**config.mk**
```make
export PLATFORM = sky130hd
export DESIGN_NAME = bounded_lifo_stack_flat
export DESIGN_NICKNAME = d
export VERILOG_FILES = /design/src/hw/rtl/bls_pkg.sv /design/src/hw/rtl/bls_if.sv /design/src/hw/rtl/bls_ram.sv /design/src/hw/rtl/bounded_lifo_stack.sv /design/src/flat_wrapper.sv
export SDC_FILE = /design/constraint.sdc
export NUM_CORES = 2
export LEC_CHECK = 0
export ABC_AREA = 1
export BUFFER_PORTS_ARGS = -buffer_cell sky130_fd_sc_hd__buf_4
export CORE_UTILIZATION = 30
export CTS_CLUSTER_SIZE = 24
export DETAILED_ROUTE_END_ITERATION = 8
export PLACE_DENSITY_LB_ADDON = 0.25
export SETUP_SLACK_MARGIN = 0.4
export SYNTH_ARGS = -nofsm -noshare
export SYNTH_HDL_FRONTEND = slang
export SYNTH_HIERARCHICAL = 1
export SYNTH_SLANG_ARGS = --single-unit
```
**constraint.sdc**
```tcl
create_clock -name clk -period 9 [get_ports clk]
set_input_delay 1.8 -clock clk [delete_from_list [all_inputs] [get_ports clk]]
set_output_delay 1.8 -clock clk [all_outputs]
set_load 0.01 [all_outputs]
```
**src/hw/rtl/bls_pkg.sv**
```systemverilog
package bls_pkg;

  localparam int WORD_W = 32;

  typedef logic [1:0]               mode_t;
  typedef logic [1:0]               status_t;
  typedef logic signed [WORD_W-1:0] word_t;

  localparam mode_t MODE_PUSH = 2'd0;
  localparam mode_t MODE_POP  = 2'd1;
  localparam mode_t MODE_PEEK = 2'd2;
  localparam mode_t MODE_DUMP = 2'd3;

  localparam status_t STATUS_OK    = 2'd0;
  localparam status_t STATUS_OVER  = 2'd1;
  localparam status_t STATUS_UNDER = 2'd2;

endpackage

```
**src/hw/rtl/bls_if.sv**
```systemverilog
interface bls_in_if import bls_pkg::*; ();
  logic  valid;
  logic  ready;
  mode_t mode;
  word_t push_value;

  modport source (output valid, output mode, output push_value, input ready);
  modport sink   (input valid, input mode, input push_value, output ready);
endinterface

interface bls_out_if import bls_pkg::*; ();
  logic    valid;
  logic    ready;
  status_t status;
  word_t   data;
  logic    is_empty;
  logic    is_full;
  logic    last;

  modport source (output valid, output status, output data, output is_empty,
                  output is_full, output last, input ready);
  modport sink   (input valid, input status, input data, input is_empty,
                  input is_full, input last, output ready);
endinterface

```
**src/hw/rtl/bls_ram.sv**
```systemverilog
module bls_ram #(
  parameter int WIDTH = 32,
  parameter int DEPTH = 64
) (
  input  logic                     clk,
  input  logic                     we,
  input  logic [$clog2(DEPTH)-1:0] waddr,
  input  logic [WIDTH-1:0]         wdata,
  input  logic                     re,
  input  logic [$clog2(DEPTH)-1:0] raddr,
  output logic [WIDTH-1:0]         rdata
);

  logic [WIDTH-1:0] mem [DEPTH];
  logic [WIDTH-1:0] rdata_r;

  always_ff @(posedge clk) begin
    if (we) begin
      mem[waddr] <= wdata;
    end
    // hold the last read word while no read is issued
    if (re) begin
      rdata_r <= mem[raddr];
    end
  end

  assign rdata = rdata_r;

endmodule

```
**src/hw/rtl/bounded_lifo_stack.sv**
```systemverilog
// Channel   Port    Direction  Transaction
// -------   ------  ---------  -------------------------------------------
// in        in_ch   sink       mode, push_value: one operation
// out       out_ch  source     status, data, is_empty, is_full, last
//
// An accepted operation is held in the operation registers while the entry memory
// makes its registered read, then moves to the output register once it is free.
// Push, pop and peek sustain one transaction per cycle while out_ch is ready.
// Dump gives one result per cycle per stored entry while out_ch is ready, one memory read each.
// rst_n (synchronous) empties the stack; memory contents are not cleared.
// A stalled output holds the result and the pending memory read word.
module bounded_lifo_stack import bls_pkg::*; #(
  parameter int DEPTH = 64
) (
  input  logic      clk,
  input  logic      rst_n,
  bls_in_if.sink    in_ch,
  bls_out_if.source out_ch
);

  localparam int CW = $clog2(DEPTH + 1);
  localparam int AW = $clog2(DEPTH);

  localparam logic ST_IDLE = 1'b0;
  localparam logic ST_EMIT = 1'b1;

  logic          state_r, state_nxt;
  logic [CW-1:0] count_r, count_nxt;
  logic [AW-1:0] idx_r, idx_nxt;
  mode_t         op_r, op_nxt;
  word_t         val_r, val_nxt;
  logic          err_r, err_nxt;

  logic    out_valid_r, out_valid_nxt;
  status_t out_status_r, out_status_nxt;
  word_t   out_data_r, out_data_nxt;
  logic    out_empty_r, out_empty_nxt;
  logic    out_full_r, out_full_nxt;
  logic    out_last_r, out_last_nxt;

  logic              slot_free, emit_fire, emit_last;
  logic              in_ready, in_fire;
  logic              is_full_now, is_empty_now;
  logic [CW-1:0]     cnt_dec;
  logic [AW-1:0]     top_addr;
  logic              ram_we, ram_re;
  logic [AW-1:0]     ram_raddr;
  logic [WORD_W-1:0] ram_rdata;

  always_comb begin
    slot_free    = !out_valid_r || out_ch.ready;
    emit_fire    = (state_r == ST_EMIT) && slot_free;
    emit_last    = err_r || (op_r != MODE_DUMP) || (idx_r == '0);
    in_ready     = (state_r == ST_IDLE) || (emit_fire && emit_last);
    in_fire      = in_ch.valid && in_ready;
    is_full_now  = (count_r == CW'(DEPTH));
    is_empty_now = (count_r == '0);
    cnt_dec      = count_r - CW'(1);
    top_addr     = cnt_dec[AW-1:0];
  end

  assign in_ch.ready = in_ready;

  // accept side: decide the operation, update the count, start the read or write, step a dump
  always_comb begin
    state_nxt = state_r;
    count_nxt = count_r;
    idx_nxt   = idx_r;
    op_nxt    = op_r;
    val_nxt   = val_r;
    err_nxt   = err_r;
    ram_we    = 1'b0;
    ram_re    = 1'b0;
    ram_raddr = top_addr;

    if (emit_fire) begin
      if (emit_last) begin
        state_nxt = ST_IDLE;
      end else begin
        // advance the dump to the next entry down
        idx_nxt   = idx_r - AW'(1);
        ram_re    = 1'b1;
        ram_raddr = idx_r - AW'(1);
      end
    end

    if (in_fire) begin
      state_nxt = ST_EMIT;
      op_nxt    = in_ch.mode;
      val_nxt   = in_ch.push_value;
      idx_nxt   = top_addr;
      case (in_ch.mode)
        MODE_PUSH: begin
          err_nxt = is_full_now;
          if (!is_full_now) begin
            ram_we    = 1'b1;
            count_nxt = count_r + CW'(1);
          end
        end
        MODE_POP: begin
          err_nxt = is_empty_now;
          if (!is_empty_now) begin
            ram_re    = 1'b1;
            ram_raddr = top_addr;
            count_nxt = cnt_dec;
          end
        end
        default: begin
          err_nxt = is_empty_now;
          if (!is_empty_now) begin
            ram_re    = 1'b1;
            ram_raddr = top_addr;
          end
        end
      endcase
    end
  end

  // result side
  always_comb begin
    out_valid_nxt  = out_valid_r && !out_ch.ready;
    out_status_nxt = out_status_r;
    out_data_nxt   = out_data_r;
    out_empty_nxt  = out_empty_r;
    out_full_nxt   = out_full_r;
    out_last_nxt   = out_last_r;
    if (emit_fire) begin
      out_valid_nxt = 1'b1;
      out_empty_nxt = is_empty_now;
      out_full_nxt  = is_full_now;
      out_last_nxt  = emit_last;
      if (op_r == MODE_PUSH) begin
        out_status_nxt = err_r ? STATUS_OVER : STATUS_OK;
        out_data_nxt   = val_r;
      end else if (err_r) begin
        out_status_nxt = STATUS_UNDER;
        out_data_nxt   = '0;
      end else begin
        out_status_nxt = STATUS_OK;
        out_data_nxt   = ram_rdata;
      end
    end
  end

  always_ff @(posedge clk) begin
    if (!rst_n) begin
      state_r     <= ST_IDLE;
      count_r     <= '0;
      out_valid_r <= 1'b0;
    end else begin
      state_r     <= state_nxt;
      count_r     <= count_nxt;
      out_valid_r <= out_valid_nxt;
    end
    idx_r        <= idx_nxt;
    op_r         <= op_nxt;
    val_r        <= val_nxt;
    err_r        <= err_nxt;
    out_status_r <= out_status_nxt;
    out_data_r   <= out_data_nxt;
    out_empty_r  <= out_empty_nxt;
    out_full_r   <= out_full_nxt;
    out_last_r   <= out_last_nxt;
  end

  bls_ram #(
    .WIDTH (WORD_W),
    .DEPTH (DEPTH)
  ) u_entries (
    .clk   (clk),
    .we    (ram_we),
    .waddr (count_r[AW-1:0]),
    .wdata (in_ch.push_value),
    .re    (ram_re),
    .raddr (ram_raddr),
    .rdata (ram_rdata)
  );

  assign out_ch.valid    = out_valid_r;
  assign out_ch.status   = out_status_r;
  assign out_ch.data     = out_data_r;
  assign out_ch.is_empty = out_empty_r;
  assign out_ch.is_full  = out_full_r;
  assign out_ch.last     = out_last_r;

  a_count_bound: assert property (@(posedge clk) disable iff (!rst_n)
    count_r <= CW'(DEPTH))
    else $error("stack count above depth");

  a_push_grows: assert property (@(posedge clk) disable iff (!rst_n)
    ram_we |=> (count_r == $past(count_r) + CW'(1)))
    else $error("accepted push did not grow the stack by one");

  a_over_full: assert property (@(posedge clk) disable iff (!rst_n)
    (out_valid_r && out_status_r == STATUS_OVER) |-> (out_full_r && !out_empty_r))
    else $error("overflow reported on a stack that is not full");

  a_no_accept_mid_dump: assert property (@(posedge clk) disable iff (!rst_n)
    (state_r == ST_EMIT && !emit_last) |-> !in_ready)
    else $error("new transaction taken while a dump is still running");

endmodule

```
**src/flat_wrapper.sv**
```systemverilog
// flat-port wrapper written by rule: the top's interface ports become plain ports
module bounded_lifo_stack_flat import bls_pkg::*;
#(
  parameter int DEPTH = 64
)
  (clk, rst_n, in_ch_valid, in_ch_mode, in_ch_push_value, in_ch_ready, out_ch_valid, out_ch_status, out_ch_data, out_ch_is_empty, out_ch_is_full, out_ch_last, out_ch_ready);
  bls_in_if in_ch_i ();
  bls_out_if out_ch_i ();
  input  logic clk;
  input  logic rst_n;
  input wire logic [$bits(in_ch_i.valid)-1:0] in_ch_valid;
  input wire logic [$bits(in_ch_i.mode)-1:0] in_ch_mode;
  input wire logic [$bits(in_ch_i.push_value)-1:0] in_ch_push_value;
  output wire logic [$bits(in_ch_i.ready)-1:0] in_ch_ready;
  output wire logic [$bits(out_ch_i.valid)-1:0] out_ch_valid;
  output wire logic [$bits(out_ch_i.status)-1:0] out_ch_status;
  output wire logic [$bits(out_ch_i.data)-1:0] out_ch_data;
  output wire logic [$bits(out_ch_i.is_empty)-1:0] out_ch_is_empty;
  output wire logic [$bits(out_ch_i.is_full)-1:0] out_ch_is_full;
  output wire logic [$bits(out_ch_i.last)-1:0] out_ch_last;
  input wire logic [$bits(out_ch_i.ready)-1:0] out_ch_ready;
  assign in_ch_i.valid = in_ch_valid;
  assign in_ch_i.mode = in_ch_mode;
  assign in_ch_i.push_value = in_ch_push_value;
  assign in_ch_ready = in_ch_i.ready;
  assign out_ch_valid = out_ch_i.valid;
  assign out_ch_status = out_ch_i.status;
  assign out_ch_data = out_ch_i.data;
  assign out_ch_is_empty = out_ch_i.is_empty;
  assign out_ch_is_full = out_ch_i.is_full;
  assign out_ch_last = out_ch_i.last;
  assign out_ch_i.ready = out_ch_ready;
  bounded_lifo_stack #(.DEPTH(DEPTH)) u_core (.clk(clk), .rst_n(rst_n), .in_ch(in_ch_i), .out_ch(out_ch_i));
endmodule
```
==> flow_summary_export.csv <==
group,metric,value,unit
outcome,status,"complete, no violations",
cells_and_area,final_cell_mix,"nand2_1 (2365), edfxtp_1 (2158), nand3_1 (1920), clkbuf_16 (226), buf_4 (167)",
floorplanning,initial_core_util,30.2,%
setup_path,worstSetupPathType,"in -> reg",
cts,cts_setup_buffers,0,
cells_and_area,fin_cells,11000,
cts,clockBufferDepth,4,
cells_and_area,mostFrequentLayoutCell,"nand2_1",
route,post_drt_wl_per_cell,24.8,um
cts,cts_root_buf,"clkbuf_16",
floorplanning,core_area,288000,um^2
floorplanning,rows,197,
synth,synth_seq_cells,2167,
floorplanning,dieArea,292000,um^2
synth,synth_cells,7130,
cts,cts_resized,0,
cells_and_area,area_growth,13.8,%
pwr,pwr-share-clk,39.2,%
setup_path,critPathMaxStageDelay,0.58,ns
setup_path,critPathArrivalTime,6.46,ns
pwr,totalPowerFinal,23.6,mW
synth,syn_avg_cell_area,12.2,um^2
pwr,p_sw,6.34,mW
setup_path,r2r-start,"u_core/idx_r[0]$_DFFE_PP_",
floorplanning,die_h,540,um
flow_run,drv_cap,0,
pwr,p_sw_share,26.9,%
route,route.detailed.drc,0,
setup_path,cp_data_required_time,9.74,ns
place,port_buffers,76,
sta,worst_pin_slew,1.42,ns
floorplanning,die_w,540,um
global_routing,grt_max_degree,186,
cts,clk_pin_slew,0.06,ns
route,ant_nets,0,
cts,h-tree-depth,4,
pwr,seqPwrFrac,47.7,%
place,gp_congestion,0.813,
setup_path,r2r-end,"u_core/u_entries/mem[11][27]$_DFFE_PP_",
sta,final.setup.tns,0,ns
setup_path,slowest_stage,"buf_4",
pwr,p_int,17.3,mW
cts,cts_hold_buffers,0,
sta,min_period,5.73,ns
place,placed_cells,10600,
pwr,comb_power_share,13.1,%
cells_and_area,nFillCells,27900,
cells_and_area,nets,7130,
setup_path,crit_path_end,"u_core/u_entries/rdata[17]$_DFFE_PP_",
pwr,powerDensity,239,nW/um^2
setup_path,path_cells,"buf_4 > inv_1 > a21oi_4 > buf_4 > nand3_1 > inv_1 > nand2_1 > o21ai_4 > buf_12 > buf_4 > nand3_1 > nand2_1 > nand2_1 > nand3_1 > nand3_1 > nand2_1",
global_routing,grt_usage,18.3,%
route,viasPerCell,5.09,
setup_path,cp-end-kind,"flip-flop",
route,drt_iter0_markers,5995,
global_routing,grt_pass1_vias,52500,
setup_path,worst_setup_path_start_kind,"input port",
cts,clk_latency,0.90,ns
cts,cts_tree,"built",
cts,cts_sinks,2167,
synth,synth_flop_cell,"edfxtp_1",
sta,hold_violations,0,
synth,synth_area,86900,um^2
synth,yosysWarnings,6,
global_routing,grt_overflow,0,
sta,finalCritPeriodShare,63.6,%
sta,finalSetupViolations,0,
synth,syn-num-nets,7173,
floorplanning,io_pins,77,
route,vias,56200,
synth,async_flop_share,0,%
cells_and_area,drive_gt1_share,8.25,%
sta,slew_violations,0,
pwr,ir_worst_vdd,0.165,mV
global_routing,grt_first_pass_wirelength,391,mm
synth,ys_seq_area_share,74.8,%
sta,fin_worst_skew,0.0668,ns
sta,max_clock_freq,175,MHz
route,drt-total-wl,273,mm
setup_path,crit_fanout,111,
sta,rsz0062_at_grt,"false",
setup_path,r2r_slack,3.76,ns
synth,synth-edff-count,2158,
route,dr.pass1.iters,6,
cells_and_area,final_util,34.3,%
hold_path,hold_class,"reg -> reg",
place,hpwlAfterDp,142,mm
global_routing,antenna_found_initial,20,
cts,cts_buffers,224,
synth,ys_types,35,
pwr,p_leak,33.7,nW
setup_path,crit_path_start,"out_ch_ready",
setup_path,worstRegToRegCells,12,
sta,slew_headroom,5.16,%
-- worst min-delay path by stage --
| stage | from | endpoint | depth (start not counted) |
|---|---|---|---|
| finish | u_core/out_ch.valid$_SDFF_PN0_ | u_core/out_ch.valid$_SDFF_PN0_ | 2 |
| global route | u_core/out_ch.valid$_SDFF_PN0_ | u_core/out_ch.valid$_SDFF_PN0_ | 2 |
| CTS | u_core/out_ch.valid$_SDFF_PN0_ | u_core/out_ch.valid$_SDFF_PN0_ | 2 |
| detailed placement | u_core/out_ch.valid$_SDFF_PN0_ | u_core/out_ch.valid$_SDFF_PN0_ | 2 |
| global placement | u_core/count_r[6]$_SDFFE_PN0P_ | u_core/count_r[6]$_SDFFE_PN0P_ | 2 |
| floorplan | u_core/count_r[6]$_SDFFE_PN0P_ | u_core/count_r[6]$_SDFFE_PN0P_ | 2 |
-- routing by layer --
| layer | part of all wire, % | routed length, um | vias up | track usage [%] |
|---|---|---|---|---|
| li1 | - | - | 25300 | - |
| met4 | 2.4 | 6540 | 12 | 4.76 |
| met5 | 0.025 | 68 | - | 0 |
| met2 | 46 | 125000 | 2003 | 28.6 |
| met1 | 45 | 122000 | 28500 | 26.3 |
| met3 | 7.1 | 19400 | 386 | 2.79 |
-- cells in the mapped netlist (2+ instances only) --
library cell     n  share of area (%)
buf_6            4              0.052
nor3_1           3              0.017
edfxtp_1      2158                 75
nand2_1       2365                 10
o21ai_1          6              0.035
xor2_1           5              0.050
xnor2_1          3              0.030
nand2_2          6              0.043
inv_1           27               0.12
nand2_4          2              0.026
nor2_1          72               0.31
nand4_1         10              0.072
nor4_1           8              0.058
buf_1           40               0.17
nand3_1       1920                 11
o21ai_0         44               0.25
a21oi_1          8              0.046
inv_2            4              0.017
buf_8            2              0.035
ha_1             5              0.072
buf_2          286                1.6
clkbuf_1        84               0.36
dfxtp_1          9               0.21
clkinv_1         2             0.0086
buf_4           47               0.41
-- cells by family (layout without fill, tap and decap cells) --
group | after synthesis | count (layout) | share of synthesized area [%]
adder cells (fa/ha/maj) | 5 | 5 | 0.0720
buffers and inverters | 497 | 628 | 2.82
AND/OR/NAND/NOR | 4392 | 4392 | 21.9
AO/OA/AOI/OAI | 61 | 61 | 0.370
other | 0 | 6 | 0
flip-flops | 2167 | 2167 | 74.8
XOR/XNOR | 8 | 8 | 0.0806
-- worst max-delay path: cells and delay by family --
family          cells  cell delay, ns
compound gates      2            0.30
buf+inv             6            2.26
simple gates        8            1.91
-- stage by stage --
step,hold WS (ns),setup WS [ns],area [um^2]
finish,0.517,3.27,98900
global route,0.538,3.12,98900
CTS,0.520,3.41,98800
detailed placement,0.511,2.48,91700
global placement,0.518,2.49,91600
floorplan,0.484,1.71,86900
-- sequential cells by signal, summed over array words and instances (netlist names) --
register	flops
u_core/out_ch.valid	1
u_core/out_ch.is_empty	1
u_core/val_r	32
u_core/state_r	1
u_core/count_r	7
u_core/out_ch.last	1
u_core/err_r	1
u_core/u_entries/mem	2048
u_core/out_ch.data	32
u_core/out_ch.status	2
u_core/out_ch.is_full	1
u_core/idx_r	6
u_core/u_entries/rdata	32
u_core/op_r	2
-- power by group through the flow --
stage	Sequential [mW]	Combinational (mW)	Clock, mW
after CTS	11.2	3.09	9.42
after floorplan	11.4	1.67	0
final	11.2	3.09	9.26
after detailed placement	11.5	3.08	0
after global routing	11.2	3.30	9.79
after global placement	11.5	3.07	0
-- cell type report --
cell class,instances,area [um^2],share of cell area (%)
sequential,2167,65000,65.7
clock buffer,270,5820,5.89
tap,3781,4730,4.78
antenna,6,15.0,0.0152
clock inverter,130,1340,1.36
timing repair buffer,194,1790,1.81
inverter,34,164,0.166
multi-input combinational,4466,20000,20.3
No activity file was read; power rests on OpenSTA's default activity.
